<file path="src/hw/rtl/capture_period_wheel_speed_macros.svh">
// ----------------------------------------------------------------------------
// capture_period_wheel_speed_macros.svh
// assertion macros for the wheel speed tachometer
// ----------------------------------------------------------------------------
`ifndef CAPTURE_PERIOD_WHEEL_SPEED_MACROS_SVH
`define CAPTURE_PERIOD_WHEEL_SPEED_MACROS_SVH

`ifndef SYNTHESIS

// same-cycle implication, disabled in reset
`define CPWS_ASSERT_IMP(lbl, clk, rst_n, ante, cons) \
    lbl: assert property (@(posedge clk) disable iff (!rst_n) (ante) |-> (cons)) \
        else $error("assertion failed");

// next-cycle implication, disabled in reset
`define CPWS_ASSERT_NXT(lbl, clk, rst_n, ante, cons) \
    lbl: assert property (@(posedge clk) disable iff (!rst_n) (ante) |=> (cons)) \
        else $error("assertion failed");

`else

`define CPWS_ASSERT_IMP(lbl, clk, rst_n, ante, cons)
`define CPWS_ASSERT_NXT(lbl, clk, rst_n, ante, cons)

`endif

`endif

</file>
<file path="src/hw/rtl/cpws_pkg.sv">
// ----------------------------------------------------------------------------
// cpws_pkg
// widths, reset values and register codes of the wheel speed tachometer
// ----------------------------------------------------------------------------
`timescale 1ns / 1ps

package cpws_pkg;

    // channel and capture geometry
    localparam int CAPTURE_WIDTH = 16;
    localparam int CHANNELS      = 2;
    localparam int WHEEL_W       = (CHANNELS > 1) ? $clog2(CHANNELS) : 1;
    localparam int OVF_W         = 16;

    // configuration fields
    localparam int TICK_W    = 28;
    localparam int WRAP_W    = 17;
    localparam int PPR_W     = 8;
    localparam int CIRC_W    = 16;
    localparam int CIRC_FRAC = 8;

    localparam logic [TICK_W-1:0] TICK_RST = TICK_W'(100000);
    localparam logic [WRAP_W-1:0] WRAP_RST = WRAP_W'(50000);
    localparam logic [PPR_W-1:0]  PPR_RST  = PPR_W'(20);
    localparam logic [CIRC_W-1:0] CIRC_RST = CIRC_W'(5225);

    // result fields
    localparam int PERIOD_W = 32;
    localparam int SPEED_W  = 32;

    // shared multiplier and divider widths
    localparam int MUL_A_W = PERIOD_W;
    localparam int MUL_B_W = WRAP_W;
    localparam int MUL_P_W = MUL_A_W + MUL_B_W;
    localparam int NUM_W   = TICK_W + CIRC_W + CIRC_FRAC;
    localparam int DEN_W   = PPR_W + PERIOD_W;
    localparam int STEP_W  = $clog2(NUM_W);

    // apb register map
    localparam int APB_DW    = 32;
    localparam int REG_NUM   = 4;
    localparam int REG_IDX_W = $clog2(REG_NUM);
    localparam int ADDR_W    = REG_IDX_W + 2;

    typedef logic [REG_IDX_W-1:0] t_reg_idx;

    localparam t_reg_idx REG_TICK_RATE = t_reg_idx'(0);
    localparam t_reg_idx REG_WRAP      = t_reg_idx'(1);
    localparam t_reg_idx REG_PPR       = t_reg_idx'(2);
    localparam t_reg_idx REG_CIRC      = t_reg_idx'(3);

    // input op codes
    localparam logic OP_CAPTURE  = 1'b0;
    localparam logic OP_OVERFLOW = 1'b1;

endpackage

</file>
<file path="src/hw/rtl/cpws_if.sv">
// ----------------------------------------------------------------------------
// cpws_if
// valid/ready channels for capture words and speed result words
// ----------------------------------------------------------------------------
`timescale 1ns / 1ps

interface cpws_in_if;
    import cpws_pkg::*;

    logic                     valid;
    logic                     ready;
    logic                     op;
    logic [WHEEL_W-1:0]       wheel;
    logic [CAPTURE_WIDTH-1:0] capture_value;

    modport source (output valid, op, wheel, capture_value, input ready);
    modport sink   (input valid, op, wheel, capture_value, output ready);
endinterface

interface cpws_out_if;
    import cpws_pkg::*;

    logic                valid;
    logic                ready;
    logic [WHEEL_W-1:0]  wheel_out;
    logic [PERIOD_W-1:0] period_ticks;
    logic [SPEED_W-1:0]  speed_q16;
    logic                zero_period;

    modport source (output valid, wheel_out, period_ticks, speed_q16, zero_period,
                    input ready);
    modport sink   (input valid, wheel_out, period_ticks, speed_q16, zero_period,
                    output ready);
endinterface

</file>
<file path="src/hw/rtl/capture_period_wheel_speed.sv">
// ----------------------------------------------------------------------------
// capture_period_wheel_speed
// two-wheel input capture tachometer with apb configuration
//
// i_cap takes words of op (capture or counter overflow), wheel and capture
// value. overflow words and the first capture of a pair are absorbed in the
// accept cycle, and i_cap.ready stays high for the next word. the second
// capture of a pair starts a measurement: ready drops while one shared
// 32x17 multiplier forms wrap*overflows, the numerator and the divisor in
// turn, and a restoring divider retires one quotient bit per cycle. the
// result word is loaded from the done state, and the next word can go in
// the cycle after the load, so no new word enters while a measurement is
// in flight.
// the result word (wheel, period, speed in q16.16 cm/s, zero flag) sits in
// an output register on o_res; while the receiver stalls, the finished word
// waits there and the block still absorbs one more measurement, then holds
// it until the register frees up. reset restores register defaults, disarms
// both wheels, clears their overflow counts and drops o_res.valid.
// ----------------------------------------------------------------------------
`timescale 1ns / 1ps
`include "capture_period_wheel_speed_macros.svh"

module capture_period_wheel_speed (
    input  logic                         i_clk,
    input  logic                         i_rst_n,
    cpws_in_if.sink                      i_cap,
    cpws_out_if.source                   o_res,
    input  logic                         psel,
    input  logic                         penable,
    input  logic                         pwrite,
    input  logic [cpws_pkg::ADDR_W-1:0]  paddr,
    input  logic [cpws_pkg::APB_DW-1:0]  pwdata,
    output logic [cpws_pkg::APB_DW-1:0]  prdata,
    output logic                         pready
);
    import cpws_pkg::*;

    // sequencer codes
    localparam logic [2:0] S_IDLE  = 3'd0;  // waiting for a word
    localparam logic [2:0] S_MWRAP = 3'd1;  // wrap * overflow count
    localparam logic [2:0] S_MNUM  = 3'd2;  // period, tick rate * circumference
    localparam logic [2:0] S_MDEN  = 3'd3;  // pulses per rev * period
    localparam logic [2:0] S_DIV   = 3'd4;  // one quotient bit per cycle
    localparam logic [2:0] S_DONE  = 3'd5;  // hand result to output register

    localparam logic [STEP_W-1:0] LAST_STEP = STEP_W'(NUM_W - 1);

    // configuration registers
    logic [TICK_W-1:0] r_tick;
    logic [WRAP_W-1:0] r_wrap;
    logic [PPR_W-1:0]  r_ppr;
    logic [CIRC_W-1:0] r_circ;

    // per-wheel capture state
    logic                     r_armed   [CHANNELS];
    logic [CAPTURE_WIDTH-1:0] r_first   [CHANNELS];
    logic [OVF_W-1:0]         r_ovf_cnt [CHANNELS];

    // measurement in flight
    logic [2:0]               r_state;
    logic [2:0]               n_state;
    logic [WHEEL_W-1:0]       r_wheel;
    logic [CAPTURE_WIDTH-1:0] r_cur_cap;
    logic [CAPTURE_WIDTH-1:0] r_first_cap;
    logic [OVF_W-1:0]         r_ovf;
    logic [PERIOD_W-1:0]      r_period;
    logic [MUL_P_W-1:0]       r_prod;
    logic [NUM_W-1:0]         r_dnd;     // numerator shifts out, quotient shifts in
    logic [DEN_W-1:0]         r_rem;
    logic [STEP_W-1:0]        r_step;

    // output register
    logic                r_o_valid;
    logic [WHEEL_W-1:0]  r_o_wheel;
    logic [PERIOD_W-1:0] r_o_period;
    logic [SPEED_W-1:0]  r_o_speed;
    logic                r_o_zero;

    logic               in_acc;
    logic               in_range;
    logic               cfg_wr;
    t_reg_idx           cfg_idx;
    logic [MUL_A_W-1:0] mul_a;
    logic [MUL_B_W-1:0] mul_b;
    logic [MUL_P_W-1:0] mul_p;
    logic [DEN_W:0]     div_shift;
    logic [DEN_W+1:0]   div_diff;
    logic               div_take;
    logic               den_zero;
    logic               q_big;
    logic               done_load;

    // ------------------------------------------------------------------
    // apb register file, always ready, written in the access cycle
    // ------------------------------------------------------------------
    assign pready  = 1'b1;
    assign cfg_idx = paddr[ADDR_W-1:2];
    assign cfg_wr  = psel && penable && pwrite;

    always_ff @(posedge i_clk) begin
        if (!i_rst_n) begin
            r_tick <= TICK_RST;
            r_wrap <= WRAP_RST;
            r_ppr  <= PPR_RST;
            r_circ <= CIRC_RST;
        end else if (cfg_wr) begin
            unique case (cfg_idx)
                REG_TICK_RATE: r_tick <= pwdata[TICK_W-1:0];
                REG_WRAP:      r_wrap <= pwdata[WRAP_W-1:0];
                REG_PPR:       r_ppr  <= pwdata[PPR_W-1:0];
                REG_CIRC:      r_circ <= pwdata[CIRC_W-1:0];
            endcase
        end
    end

    always_comb begin
        unique case (cfg_idx)
            REG_TICK_RATE: prdata = APB_DW'(r_tick);
            REG_WRAP:      prdata = APB_DW'(r_wrap);
            REG_PPR:       prdata = APB_DW'(r_ppr);
            REG_CIRC:      prdata = APB_DW'(r_circ);
        endcase
    end

    // ------------------------------------------------------------------
    // input side: ready only between measurements
    // ------------------------------------------------------------------
    assign i_cap.ready = (r_state == S_IDLE);
    assign in_acc      = i_cap.valid && i_cap.ready;
    assign in_range    = (int'(i_cap.wheel) < CHANNELS);

    // overflow ticks and first captures finish here; a second capture
    // snapshots the wheel state and disarms it
    always_ff @(posedge i_clk) begin
        if (!i_rst_n) begin
            for (int i = 0; i < CHANNELS; i++) begin
                r_armed[i]   <= 1'b0;
                r_first[i]   <= '0;
                r_ovf_cnt[i] <= '0;
            end
        end else if (in_acc && in_range) begin
            if (i_cap.op == OP_OVERFLOW) begin
                // saturating count
                if (r_ovf_cnt[i_cap.wheel] != '1) begin
                    r_ovf_cnt[i_cap.wheel] <= r_ovf_cnt[i_cap.wheel] + OVF_W'(1);
                end
            end else if (!r_armed[i_cap.wheel]) begin
                r_first[i_cap.wheel]   <= i_cap.capture_value;
                r_ovf_cnt[i_cap.wheel] <= '0;
                r_armed[i_cap.wheel]   <= 1'b1;
            end else begin
                r_ovf_cnt[i_cap.wheel] <= '0;
                r_armed[i_cap.wheel]   <= 1'b0;
            end
        end
    end

    always_ff @(posedge i_clk) begin
        if (in_acc) begin
            r_wheel     <= i_cap.wheel;
            r_cur_cap   <= i_cap.capture_value;
            r_first_cap <= r_first[i_cap.wheel];
            r_ovf       <= r_ovf_cnt[i_cap.wheel];
        end
    end

    // ------------------------------------------------------------------
    // sequencer
    // ------------------------------------------------------------------
    assign done_load = (r_state == S_DONE) && (!r_o_valid || o_res.ready);

    always_comb begin
        n_state = r_state;
        unique case (r_state)
            S_IDLE: begin
                if (in_acc && in_range && i_cap.op == OP_CAPTURE && r_armed[i_cap.wheel]) begin
                    n_state = S_MWRAP;
                end
            end
            S_MWRAP: n_state = S_MNUM;
            S_MNUM:  n_state = S_MDEN;
            S_MDEN:  n_state = S_DIV;
            S_DIV: begin
                if (r_step == LAST_STEP) begin
                    n_state = S_DONE;
                end
            end
            S_DONE: begin
                if (done_load) begin
                    n_state = S_IDLE;
                end
            end
            default: n_state = S_IDLE;
        endcase
    end

    always_ff @(posedge i_clk) begin
        if (!i_rst_n) begin
            r_state <= S_IDLE;
        end else begin
            r_state <= n_state;
        end
    end

    // ------------------------------------------------------------------
    // shared multiplier, operands picked by step, product registered
    // ------------------------------------------------------------------
    always_comb begin
        unique case (r_state)
            S_MWRAP: begin
                mul_a = MUL_A_W'(r_ovf);
                mul_b = r_wrap;
            end
            S_MNUM: begin
                mul_a = MUL_A_W'(r_tick);
                mul_b = MUL_B_W'(r_circ);
            end
            default: begin
                mul_a = r_period;
                mul_b = MUL_B_W'(r_ppr);
            end
        endcase
    end

    assign mul_p = MUL_P_W'(mul_a) * MUL_P_W'(mul_b);

    // ------------------------------------------------------------------
    // restoring divider step, divisor held in the product register
    // ------------------------------------------------------------------
    assign div_shift = {r_rem, r_dnd[NUM_W-1]};
    assign div_diff  = {1'b0, div_shift} - {2'b0, r_prod[DEN_W-1:0]};
    assign div_take  = !div_diff[DEN_W+1];

    always_ff @(posedge i_clk) begin
        unique case (r_state)
            S_MWRAP: begin
                r_prod <= mul_p;
            end
            S_MNUM: begin
                // period wraps modulo 2^32
                r_period <= PERIOD_W'(r_cur_cap) + r_prod[PERIOD_W-1:0]
                            - PERIOD_W'(r_first_cap);
                r_prod   <= mul_p;
            end
            S_MDEN: begin
                // numerator = tick rate * circumference_q8 * 256
                r_dnd  <= {r_prod[TICK_W+CIRC_W-1:0], {CIRC_FRAC{1'b0}}};
                r_prod <= mul_p;
                r_rem  <= '0;
                r_step <= '0;
            end
            S_DIV: begin
                r_rem  <= div_take ? div_diff[DEN_W-1:0] : div_shift[DEN_W-1:0];
                r_dnd  <= {r_dnd[NUM_W-2:0], div_take};
                r_step <= r_step + STEP_W'(1);
            end
            default: begin
            end
        endcase
    end

    // ------------------------------------------------------------------
    // output register, saturation and zero-period flag
    // ------------------------------------------------------------------
    assign den_zero = (r_prod[DEN_W-1:0] == '0);
    assign q_big    = |r_dnd[NUM_W-1:SPEED_W];

    always_ff @(posedge i_clk) begin
        if (!i_rst_n) begin
            r_o_valid <= 1'b0;
        end else if (done_load) begin
            r_o_valid <= 1'b1;
        end else if (o_res.ready) begin
            r_o_valid <= 1'b0;
        end
    end

    always_ff @(posedge i_clk) begin
        if (done_load) begin
            r_o_wheel  <= r_wheel;
            r_o_period <= r_period;
            // zero divisor covers both zero period and zero pulses per rev
            r_o_speed  <= (den_zero || q_big) ? '1 : r_dnd[SPEED_W-1:0];
            r_o_zero   <= (r_period == '0);
        end
    end

    assign o_res.valid        = r_o_valid;
    assign o_res.wheel_out    = r_o_wheel;
    assign o_res.period_ticks = r_o_period;
    assign o_res.speed_q16    = r_o_speed;
    assign o_res.zero_period  = r_o_zero;

    // ------------------------------------------------------------------
    // checks
    // ------------------------------------------------------------------
    `CPWS_ASSERT_IMP(a_zero_saturates, i_clk, i_rst_n, r_o_valid && r_o_zero, r_o_speed == '1)
    `CPWS_ASSERT_NXT(a_div_ends, i_clk, i_rst_n, r_state == S_DIV && r_step == LAST_STEP, r_state == S_DONE)
    `CPWS_ASSERT_IMP(a_load_from_done, i_clk, i_rst_n, $rose(r_o_valid), $past(r_state) == S_DONE)

endmodule
</file>
<file path="src/flat_wrapper.sv">
// flat-port wrapper written by rule: the top's interface ports become plain ports
module capture_period_wheel_speed_flat import cpws_pkg::*;
  (i_clk, i_rst_n, psel, penable, pwrite, paddr, pwdata, prdata, pready, i_cap_valid, i_cap_op, i_cap_wheel, i_cap_capture_value, i_cap_ready, o_res_valid, o_res_wheel_out, o_res_period_ticks, o_res_speed_q16, o_res_zero_period, o_res_ready);
  cpws_in_if i_cap_i ();
  cpws_out_if o_res_i ();
  input  logic i_clk;
  input  logic i_rst_n;
  input  logic psel;
  input  logic penable;
  input  logic pwrite;
  input  logic [cpws_pkg::ADDR_W-1:0] paddr;
  input  logic [cpws_pkg::APB_DW-1:0] pwdata;
  output logic [cpws_pkg::APB_DW-1:0] prdata;
  output logic pready;
  input wire logic [$bits(i_cap_i.valid)-1:0] i_cap_valid;
  input wire logic [$bits(i_cap_i.op)-1:0] i_cap_op;
  input wire logic [$bits(i_cap_i.wheel)-1:0] i_cap_wheel;
  input wire logic [$bits(i_cap_i.capture_value)-1:0] i_cap_capture_value;
  output wire logic [$bits(i_cap_i.ready)-1:0] i_cap_ready;
  output wire logic [$bits(o_res_i.valid)-1:0] o_res_valid;
  output wire logic [$bits(o_res_i.wheel_out)-1:0] o_res_wheel_out;
  output wire logic [$bits(o_res_i.period_ticks)-1:0] o_res_period_ticks;
  output wire logic [$bits(o_res_i.speed_q16)-1:0] o_res_speed_q16;
  output wire logic [$bits(o_res_i.zero_period)-1:0] o_res_zero_period;
  input wire logic [$bits(o_res_i.ready)-1:0] o_res_ready;
  assign i_cap_i.valid = i_cap_valid;
  assign i_cap_i.op = i_cap_op;
  assign i_cap_i.wheel = i_cap_wheel;
  assign i_cap_i.capture_value = i_cap_capture_value;
  assign i_cap_ready = i_cap_i.ready;
  assign o_res_valid = o_res_i.valid;
  assign o_res_wheel_out = o_res_i.wheel_out;
  assign o_res_period_ticks = o_res_i.period_ticks;
  assign o_res_speed_q16 = o_res_i.speed_q16;
  assign o_res_zero_period = o_res_i.zero_period;
  assign o_res_i.ready = o_res_ready;
  capture_period_wheel_speed u_core (.i_clk(i_clk), .i_rst_n(i_rst_n), .i_cap(i_cap_i), .o_res(o_res_i), .psel(psel), .penable(penable), .pwrite(pwrite), .paddr(paddr), .pwdata(pwdata), .prdata(prdata), .pready(pready));
endmodule
</file>
<file path="config.mk">
export PLATFORM = sky130hd
export DESIGN_NAME = capture_period_wheel_speed_flat
export DESIGN_NICKNAME = d
export VERILOG_FILES = /design/src/hw/rtl/cpws_pkg.sv /design/src/hw/rtl/cpws_if.sv /design/src/hw/rtl/capture_period_wheel_speed.sv /design/src/flat_wrapper.sv
export VERILOG_INCLUDE_DIRS = /design/src /design/src/hw/rtl
export SDC_FILE = /design/constraint.sdc
export NUM_CORES = 2
export LEC_CHECK = 0
export BUFFER_PORTS_ARGS = -buffer_cell sky130_fd_sc_hd__buf_2
export CORE_ASPECT_RATIO = 1.5
export CORE_UTILIZATION = 45
export DETAILED_ROUTE_END_ITERATION = 16
export GPL_TIMING_DRIVEN = 0
export PLACE_DENSITY = 0.58
export SYNTH_ARGS = -nofsm -noshare
export SYNTH_HDL_FRONTEND = slang
export SYNTH_SLANG_ARGS = --single-unit
</file>
<file path="constraint.sdc">
create_clock -name i_clk -period 28.7 [get_ports i_clk]
set_input_delay 1.435 -clock i_clk [delete_from_list [all_inputs] [get_ports i_clk]]
set_output_delay 1.435 -clock i_clk [all_outputs]
set_load 0.01 [all_outputs]
</file>
==> run_summary.xml <==
<?xml version="1.0" encoding="UTF-8"?>
<metrics>
  <group name="power_and_ir_drop">
    <metric name="power_per_cell_area" unit="nW/µm²">66.2</metric>
    <metric name="max-vdd-ir-drop" unit="µV">58.0</metric>
    <metric name="cellLeakagePower" unit="nW">18.3</metric>
    <metric name="total_power" unit="mW">2.77</metric>
  </group>
  <group name="clocking">
    <metric name="cts.sink_count" unit="">428</metric>
    <metric name="tritoncts" unit="">done</metric>
    <metric name="clockBufferDepth" unit="">3</metric>
    <metric name="cts_resized" unit="">0</metric>
    <metric name="cts_root_buffer" unit="">sky130_fd_sc_hd__clkbuf_16</metric>
    <metric name="cts_setup_buffers" unit="">0</metric>
    <metric name="cts_inserted_buffers" unit="">45</metric>
    <metric name="htreeDepth" unit="">2</metric>
    <metric name="clkTransAtPathRegs" unit="ns">0.06</metric>
    <metric name="postCtsHoldBufs" unit="">0</metric>
    <metric name="clk-insertion-delay-late" unit="ns">0.63</metric>
  </group>
  <group name="cells_and_area">
    <metric name="nFillCells" unit="">7994</metric>
    <metric name="final_util" unit="%">50.1</metric>
    <metric name="drive_gt1_share" unit="%">8.38</metric>
    <metric name="final_cell_mix" unit="">sky130_fd_sc_hd__inv_1, sky130_fd_sc_hd__nand2_1, sky130_fd_sc_hd__fa_1, sky130_fd_sc_hd__edfxtp_1, sky130_fd_sc_hd__nor2_1</metric>
    <metric name="register_area" unit="µm²">12100</metric>
    <metric name="area.growth.synth_to_final" unit="%">10.5</metric>
    <metric name="final_nets" unit="">4824</metric>
    <metric name="multi_input_area" unit="µm²">22800</metric>
    <metric name="final_area" unit="µm²">41900</metric>
    <metric name="layout.cells.most_common" unit="">sky130_fd_sc_hd__inv_1</metric>
  </group>
  <group name="logic_synthesis">
    <metric name="async_flop_share" unit="%">0</metric>
    <metric name="synth_cell_type_count" unit="">95</metric>
    <metric name="synth.yosys.warnings" unit="">0</metric>
    <metric name="synth_edf_count" unit="">353</metric>
    <metric name="synth_cells" unit="">3888</metric>
    <metric name="yosys_register_bits" unit="">428</metric>
    <metric name="synth_area_per_cell" unit="µm²">9.74</metric>
    <metric name="ys_dominant_reg_cell" unit="">sky130_fd_sc_hd__edfxtp_1</metric>
    <metric name="synth-seq-area-share" unit="%">31.9</metric>
    <metric name="synth_area" unit="µm²">37900</metric>
  </group>
  <group name="worst_setup_path">
    <metric name="ff2ff_path_depth" unit="">28</metric>
    <metric name="critPathLaunchType" unit="">flop</metric>
    <metric name="crit_path_frequent_cell" unit="">sky130_fd_sc_hd__fa_1</metric>
    <metric name="slowest_stage_cell_cp" unit="">sky130_fd_sc_hd__buf_2</metric>
    <metric name="reg2reg_setup_slack" unit="ns">17.65</metric>
    <metric name="cp.arrival" unit="ns">11.36</metric>
    <metric name="crit-reg2reg-capture" unit="">u_core.r_prod[43]</metric>
    <metric name="required" unit="ns">29.01</metric>
    <metric name="crit_path_max_fanout" unit="">41</metric>
    <metric name="critical_path.endpoint_type" unit="">flop</metric>
    <metric name="timing.critical_path.from" unit="">u_core.r_state[1]</metric>
    <metric name="worst_path_largest_cell_delay" unit="ns">0.85</metric>
    <metric name="r2r_start" unit="">u_core.r_state[1]</metric>
    <metric name="crit_type" unit="">reg -&gt; reg</metric>
  </group>
  <group name="placed_design">
    <metric name="gpl.final_weighted_congestion" unit="">1.03</metric>
    <metric name="placedInstanceArea" unit="µm²">40300</metric>
    <metric name="numPortBuffers" unit="">148</metric>
    <metric name="place.detailed.hpwl" unit="mm">96.1</metric>
  </group>
  <group name="timing">
    <metric name="setup_total_negative_slack" unit="ns">0</metric>
    <metric name="final.period_utilization" unit="%">38.5</metric>
    <metric name="fmaxAchievable" unit="MHz">90.5</metric>
    <metric name="layout_min_cycle_time" unit="ns">11.05</metric>
    <metric name="hold_ws" unit="ns">0.441</metric>
    <metric name="clock-skew-final" unit="ns">0.0501</metric>
    <metric name="timing_hold_violations_final" unit="">0</metric>
    <metric name="worst-slew-pin-transition" unit="ns">1.48</metric>
    <metric name="final_number_of_max_transition_violations" unit="">0</metric>
    <metric name="max_slew_margin" unit="%">1.05</metric>
    <metric name="unrepaired_setup_endpoints_after_global_routing" unit="">false</metric>
    <metric name="finalSetupViolations" unit="">0</metric>
  </group>
  <group name="min_path">
    <metric name="holdCritStartpoint" unit="">u_core.r_wheel</metric>
    <metric name="worstHoldPathType" unit="">reg -&gt; reg</metric>
    <metric name="whs_path_depth" unit="">0</metric>
    <metric name="worstHoldEndpoint" unit="">u_core.o_res.wheel_out</metric>
  </group>
  <group name="global_routing">
    <metric name="grtUsageTotal" unit="%">28.4</metric>
    <metric name="overflow" unit="">0</metric>
    <metric name="grt_first_pass_wirelength" unit="mm">179</metric>
    <metric name="initial_antenna_violation_count" unit="">2</metric>
    <metric name="grt_max_degree" unit="">67</metric>
    <metric name="vias_in_the_first_global_route" unit="">29800</metric>
  </group>
  <group name="floorplanning">
    <metric name="row_count" unit="">130</metric>
    <metric name="height_of_the_die" unit="µm">357</metric>
    <metric name="dieArea" unit="µm²">85400</metric>
    <metric name="dieWidth" unit="µm">239</metric>
    <metric name="floorplan.initialDensity" unit="%">45.3</metric>
    <metric name="design.portCount" unit="">162</metric>
    <metric name="core_area" unit="µm²">83600</metric>
  </group>
  <group name="routing">
    <metric name="route.antenna.remaining_nets" unit="">0</metric>
    <metric name="drc" unit="">0</metric>
    <metric name="viasPerCell" unit="">5.45</metric>
    <metric name="tritonroute_pass_1_iters" unit="">5</metric>
    <metric name="drt_iter0_markers" unit="">2058</metric>
    <metric name="wire_per_inst" unit="µm">22.5</metric>
    <metric name="route.final.wire_length" unit="mm">119</metric>
    <metric name="num_vias" unit="">28800</metric>
  </group>
  <group name="run_status">
    <metric name="failing_checks" unit="">capacitance limit</metric>
    <metric name="run_status" unit="">finished with violations</metric>
  </group>
  <group name="run">
    <metric name="drv.max_cap_violation_count" unit="">1</metric>
  </group>
</metrics>
[sequential cells by signal, indices dropped and copies added (netlist names)]
register	count
u_core.r_dnd	52
u_core.r_prod	44
u_core.r_rem	40
u_core.o_res.period_ticks	32
u_core.o_res.speed_q16	32
u_core.r_first	32
u_core.r_ovf_cnt	32
u_core.r_period	32
u_core.r_tick	28
u_core.r_wrap	17
u_core.r_circ	16
u_core.r_cur_cap	16
u_core.r_first_cap	16
u_core.r_ovf	16
u_core.r_ppr	8
u_core.r_step	6
u_core.r_state	3
u_core.r_armed	2
u_core.o_res.valid	1
u_core.o_res.wheel_out	1
u_core.o_res.zero_period	1
u_core.r_wheel	1
[where the power goes]
part / internal [mW] / leakage (nW) / switching, mW
sequential: 0.756 / 3.79 / 0.0224
clock: 0.360 / 0.746 / 0.259
combinational: 0.537 / 13.8 / 0.835
total: 1.65 / 18.3 / 1.12
[worst max-delay path by stage]
stage                         to  cells after the start
2_1_floorplan  u_core.r_prod[43]                     27
4_1_cts        u_core.r_prod[43]                     28
3_3_place_gp   u_core.r_prod[43]                     27
6_report       u_core.r_prod[43]                     28
5_1_grt        u_core.r_prod[43]                     28
3_5_place_dp   u_core.r_prod[43]                     28
[through the flow]
stage	std cells	setup WS, ns
2_1_floorplan	3924	19.41
5_1_grt	5277	17.28
6_report	5280	17.65
3_5_place_dp	5201	17.88
3_3_place_gp	5194	15.04
4_1_cts	5277	17.86
[critical path: cells and delay by family, from the launching register on]
kind | cells | cell delay (ns)
buffers and inverters | 7 | 2.18
AO/OA/AOI/OAI | 6 | 2.26
flip-flops | 1 | 0.51
AND/OR/NAND/NOR | 8 | 2.22
adder cells (fa/ha/maj) | 7 | 3.55
[cell families after synthesis]
logic type / count (synthesis) / synth area share, %
and+or+nand+nor: 1265 / 14.8
buffers and inverters: 816 / 8.25
adders and majority gates: 637 / 30.1
AOI/OAI and AO/OA: 532 / 9.39
DFF: 428 / 31.9
xor gates and xnor gates: 114 / 2.64
muxes: 94 / 2.84
other: 2 / 0.0198
[area by class of cell]
type	instances	share of cell area, %
Multi-Input combinational cell	2680	54.5
Clock buffer	59	2.97
Tap cell	1122	3.35
Timing Repair Buffer	155	2.14
Clock inverter	17	0.646
Inverter	646	5.79
Buffer	170	1.68
Sequential cell	428	28.9
Antenna cell	3	0.0179
[routing by layer]
metal  vias up  wire length [µm]  GRT usage [%]
met2      1172             58700           49.6
met3       395              7240           3.67
met4         0              8650           18.2
li1      13000                 -              -
met1     14200             44200           32.7
met5         -                 0              0
[cell usage after synthesis (all sizes together), types with 27 or more instances]
master	count	area [µm²]
nor3	30	155
ha	179	2240
mux2	28	315
xnor2	77	674
a21o	64	480
nand2	611	2290
nor2	296	1110
dfxtp	75	1500
nand3	54	270
clkbuf	143	537
buf	27	165
and2	88	551
a21oi	152	768
o22ai	30	188
inv	644	2420
mux2i	58	581
o21ai	118	606
xor2	37	324
or2	37	231
edfxtp	353	10600
fa	458	9170
(Power assumes the default switching activity.)
